[src/rtl/core/ptqs_pkg.sv]
`default_nettype none
package ptqs_pkg;

   localparam int QUEUE_DEPTH_DEFAULT = 16;
   localparam logic [6:0] MAX_CONCURRENT_RESET = 7'd4;

   typedef enum logic [2:0] {
      OP_SUBMIT        = 3'd0,
      OP_UPDATE        = 3'd1,
      OP_CANCEL_ID     = 3'd2,
      OP_CANCEL_CAT    = 3'd3,
      OP_CANCEL_ABOVE  = 3'd4,
      OP_DISPATCH      = 3'd5,
      OP_COMPLETE      = 3'd6
   } op_type;

   typedef enum logic [2:0] {
      ST_OK    = 3'd0,
      ST_FULL  = 3'd1,
      ST_EMPTY = 3'd2,
      ST_LIMIT = 3'd3,
      ST_NOKEY = 3'd4,
      ST_UNDER = 3'd5
   } status_type;

   typedef struct packed {
      logic [15:0] id;
      logic [7:0]  category;
      logic [2:0]  priority_val;
   } entry_type;

endpackage
`default_nettype wire

[src/rtl/core/ptqs_store.sv]
`default_nettype none
module ptqs_store #(
   parameter int DEPTH = 16,
   localparam int IDX_W = $clog2(DEPTH)
) (
   input  wire logic                clock,
   input  wire logic                wr_en,
   input  wire logic [IDX_W-1:0]    wr_addr,
   input  wire ptqs_pkg::entry_type wr_data,
   input  wire logic [IDX_W-1:0]    rd_addr,
   output ptqs_pkg::entry_type      rd_data_ff
);
   import ptqs_pkg::*;

   entry_type mem [DEPTH];

   always_ff @(posedge clock) begin
      if (wr_en) begin
         mem[wr_addr] <= wr_data;
      end
      rd_data_ff <= mem[rd_addr];
   end

endmodule
`default_nettype wire

[src/rtl/core/priority_task_queue_scheduler.sv]
`default_nettype none
// Pending tasks sit compacted in a single-port-write, registered-read table in
// arrival order. Submit and complete go straight from accept to output handoff;
// update and the three cancels walk the table once, with a read state and then
// an evaluate state per pending entry; dispatch walks it once to find the oldest
// most urgent entry and then shifts the younger entries down one by one, each
// through a read state and a write state, since the table read is registered.
// The block takes no new word until the current word's result is handed off.
module priority_task_queue_scheduler #(
   parameter int QUEUE_DEPTH = ptqs_pkg::QUEUE_DEPTH_DEFAULT,
   localparam int CNT_W = $clog2(QUEUE_DEPTH + 1)
) (
   input  wire logic             clock,
   input  wire logic             reset,
   input  wire logic             req_valid,
   output logic                  req_ready,
   input  wire logic [2:0]       req_op,
   input  wire logic [15:0]      req_id_tag,
   input  wire logic [7:0]       req_category_tag,
   input  wire logic [2:0]       req_priority_req,
   output logic                  rsp_valid,
   input  wire logic             rsp_ready,
   output logic [2:0]            rsp_status,
   output logic [15:0]           rsp_task_id,
   output logic [CNT_W-1:0]      rsp_removed_count,
   output logic [CNT_W-1:0]      rsp_queue_count,
   output logic [6:0]            rsp_active_count,
   input  wire logic             csr_write_enable,
   input  wire logic [6:0]       csr_write_data
);
   import ptqs_pkg::*;

   localparam int IDX_W = $clog2(QUEUE_DEPTH);
   localparam logic [CNT_W-1:0] FULL_COUNT = CNT_W'(QUEUE_DEPTH);
   localparam logic [CNT_W-1:0] CNT_ONE = CNT_W'(1);

   typedef enum logic [2:0] {S_IDLE, S_RD, S_EV, S_SHRD, S_SHEV, S_DONE} state_type;

   state_type        state_ff;
   logic [2:0]       op_ff;
   logic [15:0]      id_ff;
   logic [7:0]       cat_ff;
   logic [2:0]       pri_ff;
   logic [CNT_W-1:0] r_ff, w_ff, count_ff, removed_ff, best_ff;
   logic [2:0]       bestpri_ff;
   logic [15:0]      task_ff;
   logic [2:0]       status_ff;
   logic [6:0]       run_ff, max_ff;
   logic             rsp_valid_ff;
   logic [2:0]       rsp_status_ff;
   logic [15:0]      rsp_task_ff;
   logic [CNT_W-1:0] rsp_removed_ff, rsp_queue_ff;
   logic [6:0]       rsp_active_ff;

   entry_type        rd_data;
   entry_type        wr_data;
   logic             wr_en;
   logic [IDX_W-1:0] wr_addr, rd_addr;
   logic             hit, accept;
   logic [CNT_W-1:0] r_nx;

   assign accept = req_valid && req_ready;
   assign req_ready = (state_ff == S_IDLE);
   assign r_nx = r_ff + CNT_ONE;
   assign rd_addr = (state_ff == S_SHRD) ? r_nx[IDX_W-1:0] : r_ff[IDX_W-1:0];

   always_comb begin
      case (op_ff)
         OP_CANCEL_ID:  hit = (rd_data.id == id_ff);
         OP_CANCEL_CAT: hit = (rd_data.category == cat_ff);
         default:       hit = (rd_data.priority_val > pri_ff);
      endcase
   end

   always_comb begin
      wr_en = 1'b0;
      wr_addr = r_ff[IDX_W-1:0];
      wr_data = rd_data;
      case (state_ff)
         S_IDLE: begin
            wr_addr = count_ff[IDX_W-1:0];
            wr_data = '{id: req_id_tag, category: req_category_tag,
                        priority_val: req_priority_req};
            wr_en = accept && (req_op == OP_SUBMIT) && (req_id_tag != '0)
                    && (count_ff != FULL_COUNT);
         end
         S_EV: begin
            if (op_ff == OP_UPDATE) begin
               wr_data.priority_val = pri_ff;
               wr_en = (rd_data.id == id_ff);
            end else if (op_ff inside {OP_CANCEL_ID, OP_CANCEL_CAT, OP_CANCEL_ABOVE}) begin
               wr_addr = w_ff[IDX_W-1:0];
               wr_en = !hit && (w_ff != r_ff);
            end
         end
         S_SHEV: wr_en = 1'b1;
         default: wr_en = 1'b0;
      endcase
   end

   ptqs_store #(.DEPTH(QUEUE_DEPTH)) u_store (
      .clock      (clock),
      .wr_en      (wr_en),
      .wr_addr    (wr_addr),
      .wr_data    (wr_data),
      .rd_addr    (rd_addr),
      .rd_data_ff (rd_data)
   );

   always_ff @(posedge clock) begin
      if (reset) begin
         state_ff <= S_IDLE;
         count_ff <= '0;
         run_ff <= '0;
         max_ff <= MAX_CONCURRENT_RESET;
         rsp_valid_ff <= 1'b0;
      end else begin
         if (csr_write_enable) begin
            max_ff <= csr_write_data;
         end
         if (rsp_valid_ff && rsp_ready) begin
            rsp_valid_ff <= 1'b0;
         end
         case (state_ff)
            S_IDLE: begin
               if (accept) begin
                  op_ff <= req_op;
                  id_ff <= req_id_tag;
                  cat_ff <= req_category_tag;
                  pri_ff <= req_priority_req;
                  status_ff <= ST_OK;
                  task_ff <= '0;
                  removed_ff <= '0;
                  r_ff <= '0;
                  w_ff <= '0;
                  best_ff <= '0;
                  state_ff <= S_DONE;
                  case (req_op)
                     OP_SUBMIT: begin
                        if (req_id_tag == '0) status_ff <= ST_NOKEY;
                        else if (count_ff == FULL_COUNT) status_ff <= ST_FULL;
                        else count_ff <= count_ff + CNT_ONE;
                     end
                     OP_UPDATE, OP_CANCEL_ID: begin
                        if (req_id_tag == '0) status_ff <= ST_NOKEY;
                        else if (count_ff != '0) state_ff <= S_RD;
                     end
                     OP_CANCEL_CAT: begin
                        if (req_category_tag == '0) status_ff <= ST_NOKEY;
                        else if (count_ff != '0) state_ff <= S_RD;
                     end
                     OP_CANCEL_ABOVE: begin
                        if (count_ff != '0) state_ff <= S_RD;
                     end
                     OP_DISPATCH: begin
                        if (count_ff == '0) status_ff <= ST_EMPTY;
                        else if (run_ff >= max_ff) status_ff <= ST_LIMIT;
                        else state_ff <= S_RD;
                     end
                     OP_COMPLETE: begin
                        if (run_ff == '0) status_ff <= ST_UNDER;
                        else run_ff <= run_ff - 7'd1;
                     end
                     default: status_ff <= ST_OK;
                  endcase
               end
            end
            S_RD: state_ff <= S_EV;
            S_EV: begin
               r_ff <= r_nx;
               state_ff <= (r_nx == count_ff) ? S_DONE : S_RD;
               case (op_ff)
                  OP_CANCEL_ID, OP_CANCEL_CAT, OP_CANCEL_ABOVE: begin
                     if (hit) removed_ff <= removed_ff + CNT_ONE;
                     else w_ff <= w_ff + CNT_ONE;
                     if (r_nx == count_ff) count_ff <= hit ? w_ff : w_ff + CNT_ONE;
                  end
                  OP_DISPATCH: begin
                     if (r_ff == '0 || rd_data.priority_val < bestpri_ff) begin
                        best_ff <= r_ff;
                        bestpri_ff <= rd_data.priority_val;
                        task_ff <= rd_data.id;
                     end
                     if (r_nx == count_ff) begin
                        if (r_ff == '0 || rd_data.priority_val < bestpri_ff) begin
                           count_ff <= count_ff - CNT_ONE;
                           run_ff <= run_ff + 7'd1;
                        end else begin
                           r_ff <= best_ff;
                           if (best_ff + CNT_ONE == count_ff) begin
                              count_ff <= count_ff - CNT_ONE;
                              run_ff <= run_ff + 7'd1;
                           end else begin
                              state_ff <= S_SHRD;
                           end
                        end
                     end
                  end
                  default: r_ff <= r_nx;
               endcase
            end
            S_SHRD: state_ff <= S_SHEV;
            S_SHEV: begin
               r_ff <= r_nx;
               if (r_nx + CNT_ONE == count_ff) begin
                  count_ff <= count_ff - CNT_ONE;
                  run_ff <= run_ff + 7'd1;
                  state_ff <= S_DONE;
               end else begin
                  state_ff <= S_SHRD;
               end
            end
            S_DONE: begin
               if (!rsp_valid_ff || rsp_ready) begin
                  rsp_valid_ff <= 1'b1;
                  rsp_status_ff <= status_ff;
                  rsp_task_ff <= task_ff;
                  rsp_removed_ff <= removed_ff;
                  rsp_queue_ff <= count_ff;
                  rsp_active_ff <= run_ff;
                  state_ff <= S_IDLE;
               end
            end
            default: state_ff <= S_IDLE;
         endcase
      end
   end

   assign rsp_valid = rsp_valid_ff;
   assign rsp_status = rsp_status_ff;
   assign rsp_task_id = rsp_task_ff;
   assign rsp_removed_count = rsp_removed_ff;
   assign rsp_queue_count = rsp_queue_ff;
   assign rsp_active_count = rsp_active_ff;

`ifndef SYNTHESIS
   a_count_bound: assert property (@(posedge clock) disable iff (reset)
      count_ff <= FULL_COUNT) else $error("pending count exceeds depth");
   a_write_behind_read: assert property (@(posedge clock) disable iff (reset)
      (state_ff == S_EV) |-> (w_ff <= r_ff)) else $error("compaction write ahead of read");
   a_task_only_ok: assert property (@(posedge clock) disable iff (reset)
      (rsp_valid && rsp_task_id != '0) |-> (rsp_status == ST_OK))
      else $error("task id on failed operation");
   a_empty_count: assert property (@(posedge clock) disable iff (reset)
      (rsp_valid && rsp_status == ST_EMPTY) |-> (rsp_queue_count == '0))
      else $error("empty status with pending entries");
`endif

endmodule
`default_nettype wire

[config.mk]
export PLATFORM = sky130hd
export DESIGN_NAME = priority_task_queue_scheduler
export DESIGN_NICKNAME = d
export VERILOG_FILES = /design/src/rtl/core/ptqs_pkg.sv /design/src/rtl/core/ptqs_store.sv /design/src/rtl/core/priority_task_queue_scheduler.sv
export SDC_FILE = /design/constraint.sdc
export NUM_CORES = 1
export LEC_CHECK = 0
export BUFFER_PORTS_ARGS = -buffer_cell sky130_fd_sc_hd__clkbuf_2
export CAP_MARGIN = 20
export CORE_UTILIZATION = 35
export CTS_BUF_LIST = sky130_fd_sc_hd__clkbuf_16
export DETAILED_ROUTE_END_ITERATION = 7
export GPL_ROUTABILITY_DRIVEN = 0
export SYNTH_ARGS = -nofsm -noshare
export SYNTH_HDL_FRONTEND = slang
export SYNTH_SLANG_ARGS = --single-unit
[constraint.sdc]
create_clock -name clock -period 5.05 [get_ports clock]
set_input_delay 0.505 -clock clock [delete_from_list [all_inputs] [get_ports clock]]
set_output_delay 0.505 -clock clock [all_outputs]
set_load 0.05 [all_outputs]
== Yosys cells after proc, flatten, opt, wreduce, memory -nomap -nowiden ==
Memory sizes are Yosys's and may differ from the RTL's. A register that Yosys moved wholly into a read port is not among the register bits.
Index checks and enable logic that the tools add are counted.

* Bitwise operators: 1
* Reduce and logical (&&, ||, !) cells: 34
* Add/sub/neg operators: 9
* Equal/unequal tests: 42
* Muxes and demuxes: 77
* $lt $le $gt $ge: 3

{| class="wikitable"
|+ Operators by type and width
! cell !! number
|-
| 2-to-1 mux 5 bit || 19
|-
| 2-to-1 mux 7 bit || 8
|-
| 2-to-1 mux 3 bit || 18
|-
| 2-to-1 mux 16 bit || 3
|-
| one-hot mux 5 bit (2 select lines) || 4
|-
| one-hot mux 16 bit (2 select lines) || 1
|-
| adder 5 x 1 -> 5 bit (second input constant) || 6
|-
| one-hot mux 5 bit (3 select lines) || 2
|-
| 2-to-1 mux 24 bit || 1
|-
| equality test 3 bit (second input constant) || 7
|-
| one-hot mux 7 bit (3 select lines) || 1
|-
| equality test 3 x 2 -> 1 bit (second input constant) || 6
|-
| != test 2 bit (second input constant) || 9
|-
| one-hot mux 3 bit (6 select lines) || 1
|-
| equality test 16 bit || 1
|-
| zero test 16 bit || 1
|-
| nonzero test 16 bit || 1
|-
| equality test 5 bit || 3
|-
| one-hot mux 3 bit (5 select lines) || 1
|-
| 2-to-1 mux 4 bit || 3
|-
| one-hot mux 3 bit (4 select lines) || 1
|-
| zero test 5 bit || 2
|-
| AND reduction 10 bit || 1
|-
| AND reduction 5 bit || 2
|-
| 37 further kinds || 64
|}

* Bits in writable memories: 432
* Bits in registers: 131
* Logic and storage cells: 188
* Memories: 1
* Input port bits: 42

{| class="wikitable"
|+ Memory list
! name !! depth !! bits a word !! rd ports !! clocked after memory_dff !! write ports !! line !! RTL
|-
| u_store.mem || 16 || 27 || 1 || 1 || 1 || ptqs_store.sv:15 || <nowiki>entry_type mem [DEPTH];</nowiki>
|}

== Longest topological paths before layout ==
* Depth after elaboration: 9
* Mapped depth: 12

== Modules after synthesis ==
A second synthesis with hierarchy kept.

* Cell total of the unflattened synthesis: 1385
* Area, all modules: 24044.3 sq um

{| class="wikitable"
|+ By module, submodules not included
! module !! times used !! area an instance (sq um) !! cells an instance
|-
| ptqs_store || 1 || 16892.5 || 710
|-
| priority_task_queue_scheduler || 1 || 7151.9 || 675
|}

== Worst setup path before layout ==
Ideal clock, no wire load.

* Path type: register to register
* Start point: reg state_ff[0]
* End point: reg rsp_active_ff[0] (netlist: rsp_active_count[0]), enable pin
* Slack: 1.292 ns
* Data required time: 4.576 ns
* Cell stages (with the launch flop): 4
* Arrival time: 3.284 ns
* Path through: dfxtp_1 clkbuf_1 nand2_1 nor3_1

* Cells in the longest elaborated chain, start to end: 2

{| class="wikitable"
|+ Ends and longest elaborated chain
! what !! line !! RTL
|-
| start: declaration || priority_task_queue_scheduler.sv:39 || <nowiki>state_type state_ff;</nowiki>
|-
| start signal: assignment || priority_task_queue_scheduler.sv:171 || <nowiki>state_ff <= (r_nx == count_ff) ? S_DONE : S_RD;</nowiki>
|-
| equality test 3 bit || priority_task_queue_scheduler.sv:124 || <nowiki>case (state_ff)</nowiki>
|-
| AND reduction 3 bit (no source line) || - ||
|-
| end signal: assignment || priority_task_queue_scheduler.sv:220 || <nowiki>rsp_active_ff <= run_ff;</nowiki>
|-
| end: declaration || priority_task_queue_scheduler.sv:53 || <nowiki>logic [6:0] rsp_active_ff;</nowiki>
|}

Every way passes these cells.
A chain may end at the register's enable or synchronous reset.

== Worst setup path in the final report ==
* Start point: reg state_ff[0]
* End point: reg run_ff[6]

* Cells in the longest elaborated chain, start to end: 4

{| class="wikitable"
|+ Ends and longest elaborated chain
! what !! line !! RTL
|-
| zero test 3 bit || priority_task_queue_scheduler.sv:63, priority_task_queue_scheduler.sv:124 ||
|-
| logical AND 1 bit || priority_task_queue_scheduler.sv:62 || <nowiki>assign accept = req_valid && req_ready;</nowiki>
|-
| != test 2 x 1 -> 1 bit (no source line) || - ||
|-
| AND reduction 8 bit (no source line) || - ||
|-
| end signal: assignment || priority_task_queue_scheduler.sv:162 || <nowiki>else run_ff <= run_ff - 7'd1;</nowiki>
|-
| end signal: assignment || priority_task_queue_scheduler.sv:187 || <nowiki>run_ff <= run_ff + 7'd1;</nowiki>
|-
| end signal: assignment || priority_task_queue_scheduler.sv:192 || <nowiki>run_ff <= run_ff + 7'd1;</nowiki>
|-
| end: declaration || priority_task_queue_scheduler.sv:48 || <nowiki>logic [6:0] run_ff, max_ff;</nowiki>
|}

Parallel ways exist; a longest one is shown, timed or not.

==> run metrics <==
status finished clean; number of distinct library cells after synthesis 73; Resized Gates After CTS 0; top achievable clock speed 245 MHz; Synth Instances 1,320; terminating pin of the worst hold path cat_ff[2]$_DFFE_PP_; switch share 0.324; width of the chip 264 um; drt pass-1 iters 5; nets@finish 1,513; worst hold path type input port to register; slack of the worst reg-to-reg path 0.97 ns; Synth-to-Final Area Change 15.6%; largest net degree at the start of global routing 109; final HPWL from detailed placement 34,500 um; part of the power in the clock network 0.267; Power Dens Cells 588 nW/um^2; antenna violations before repair 3; Final Max Slew Viols 0; category of the worst setup path launch point register; clk_skew 0.0786 ns; Total Wirelength 56,900 um; clock transition at the registers of the reported paths 0.06 ns; actual slew at the worst max-slew pin 1.15 ns; die height 264 um; fraction of registers with async set/reset 0; combinational share of power 0.282; detailed-route DRC error count 0; count of non-filler cells in the finished layout 2,367; Mean Syn Cell Area 18.1 um^2; Yosys warnings 0; Critical Path Fanout Max 17; critical path, cell by cell nor2_2 > nand2_1 > nand2_1 > inv_1 > ha_1 > nor2b_1 > o21ai_0 > a21boi_0 > o21ai_0 > a21o_1 > nand3_2 > mux2_4; internal power 0.0110 W; average routed wire per standard cell 24.1 um; most used flip-flop cell after synthesis sky130_fd_sc_hd__edfxtp_1; CTS Root Cell sky130_fd_sc_hd__clkbuf_16; family of cells with the greatest summed delay on the critical path simple AND/OR/NAND/NOR gates; worst-case headroom to the max-slew limit 0.228; count of H-tree levels built during CTS 2; final worst-path cycle share 0.807; Port Buffers 79; largest stage delay on the critical path 0.64 ns; via count 12,600; setup repair after global routing missed its margin no; launch instance of the worst register-to-register path state_ff[0]$_SDFFE_PP0P_; commonest cells after routing, fill and taps aside sky130_fd_sc_hd__edfxtp_1, sky130_fd_sc_hd__mux4_2, sky130_fd_sc_hd__nand2_1; number of clock buffers inserted by TritonCTS 60; crit path time final 4.08 ns; number of hold violations in the final report 0; CP Data Arrival Time 4.58 ns; via count of the first global-routing pass 12,900; Bufs on Longest Clock Path 3; number of clock sinks 590; Max rail drop VDD 0.000368 V; data required time of the worst path 5.55 ns; number of placed instances, taps included 2,250; number of core rows 95; GRT Total Usage 0.165; max-cap violation count 0; synthesis-stage register bit count 590; post-CTS repair timing setup buffer count 0; final setup fails 0; area enclosed by the die boundary 69,500 um^2; FF-to-FF path depth 12; antenna-violating nets left 0; CTS tree done; overflow left after global routing 0; buffering stage count on the worst path with inverters included 1; Skew-Pair Late Insertion Delay 0.67 ns; number of flops mapped to enable cells by yosys 540; Hold Crit Depth 1; initial core utilization 0.355; summed instance area of the synthesized netlist 23,900 um^2; power dissipated by switching net loads 0.00527 W; Worst Hold Margin 0.0455 ns; initial drt markers 1,213; top-level port count 80; most frequent standard cell in the layout excluding fill and tap cells sky130_fd_sc_hd__edfxtp_1; mean number of vias per cell 5.34; first-pass GRT wire length 85,200 um; area of the core 67,400 um^2; Hold Crit Start req_category_tag[2]; crit path capture type register; post-synthesis net count 1,390; cell with the largest stage delay on the worst path sky130_fd_sc_hd__nor2_2; Reg-to-Reg End run_ff[6]$_SDFFE_PP0P_; Reg power frac 0.450; Leak 9.36 nW; share of post-route cells with drive strength above 1 0.253; Final TNS setup 0 ns; Post-CTS Hold Fix Bufs 0; category of the most critical setup path register to register; share of the yosys chip area belonging to registers 0.719
[cell type report]
class,count,area [um^2]
Tap cell,873,1090
Sequential cell,590,17200
Clock buffer,60,1500
Antenna cell,1,2.50
Fill cell,5911,39700
Clock inverter,52,458
Multi-Input combinational cell,644,6530
Inverter,31,116
Timing Repair Buffer,116,754
[registers in the layout, summed over array words and instances (netlist names), 5 cells and up]
name	flops
best_ff	5
cat_ff	8
count_ff	5
id_ff	16
max_ff	7
r_ff	5
removed_ff	5
rsp_active_count	7
rsp_queue_count	5
rsp_removed_count	5
rsp_task_id	16
run_ff	7
task_ff	16
u_store.mem	432
u_store.rd_data_ff	27
w_ff	5
[power groups by stage]
stage	clock (W)	combinational, W	sequential, W
after floorplan	0	0.00315	0.00720
after global placement	0	0.00451	0.00739
after detailed placement	0	0.00460	0.00743
after CTS	0.00444	0.00461	0.00733
after global routing	0.00462	0.00502	0.00739
final	0.00435	0.00459	0.00733
[how the worst max path moves through the flow]
stage	from	depth (start not counted)	end	slack, ns
after floorplan	state_ff[0]$_SDFFE_PP0P_	3	rsp_active_count[0]$_DFFE_PP_	1.29
after global placement	state_ff[0]$_SDFFE_PP0P_	12	run_ff[6]$_SDFFE_PP0P_	1.15
after detailed placement	state_ff[0]$_SDFFE_PP0P_	12	run_ff[6]$_SDFFE_PP0P_	1.09
after CTS	state_ff[0]$_SDFFE_PP0P_	12	run_ff[6]$_SDFFE_PP0P_	1.07
after global routing	state_ff[0]$_SDFFE_PP0P_	12	run_ff[6]$_SDFFE_PP0P_	0.59
final	state_ff[0]$_SDFFE_PP0P_	12	run_ff[6]$_SDFFE_PP0P_	0.97
[routing by layer]
metal | global-route usage | wire [um] | vias to the layer above
li1 | - | - | 5514
met1 | 0.232 | 25100 | 6605
met2 | 0.254 | 26300 | 430
met3 | 0.0369 | 3950 | 93
met4 | 0.0525 | 1580 | 2
met5 | 0 | 7 | -
[cell usage after synthesis, drive strengths merged, types with 3 or more instances]
library cell	instances	area, um^2
a211oi	5	50.1
a21boi	4	30.0
a21o	5	37.5
a21oi	21	105
a22oi	6	45.0
and3	23	144
buf	27	158
clkbuf	28	105
dfxtp	50	1000
edfxtp	540	16200
ha	27	338
inv	30	113
mux2	4	48.8
mux2i	18	180
mux4	135	3040
nand2	107	402
nand2b	9	56.3
nand3	15	80.1
nand4	4	25.0
nor2	69	259
nor2b	8	57.6
nor3	13	76.3
nor4	13	87.6
o211ai	6	45.0
o21a	5	37.5
o21ai	19	95.1
o221ai	3	26.3
o22ai	16	100
o31ai	6	45.0
or2	5	31.3
xnor2	23	209
xor2	38	333
[kinds of logic after synthesis]
kind of cell,Yosys count,synth area share
XOR/XNOR,62,0.0236
buffers and inverters,86,0.0158
flip-flops,590,0.719
AO/OA/AOI/OAI,114,0.0328
AND/OR/NAND/NOR,283,0.0572
multiplexers,157,0.137
adder cells (fa/ha/maj),28,0.0149
[stage by stage]
| step | instance area (um^2) | setup WS [ns] | utilization | power, W |
|---|---|---|---|---|
| 6_report | 27700 | 0.974 | 0.411 | 0.0163 |
| 5_1_grt | 27700 | 0.586 | 0.411 | 0.0170 |
| 4_1_cts | 27600 | 1.07 | 0.410 | 0.0164 |
| 3_5_place_dp | 25700 | 1.09 | 0.381 | 0.0120 |
| 3_3_place_gp | 25700 | 1.15 | 0.381 | 0.0119 |
| 2_1_floorplan | 23900 | 1.29 | - | 0.0103 |
[worst register-to-register path, delay by kind of cell (launching register included)]
family                     cells  cell delay (ns)
adders and majority gates      1             0.36
and+or+nand+nor                5             1.83
buffers and inverters          1             0.23
AOI/OAI and AO/OA              4             0.79
muxes                          1             0.31
DFF                            1             0.46
Note: power is estimated with default switching activity, not from simulation.
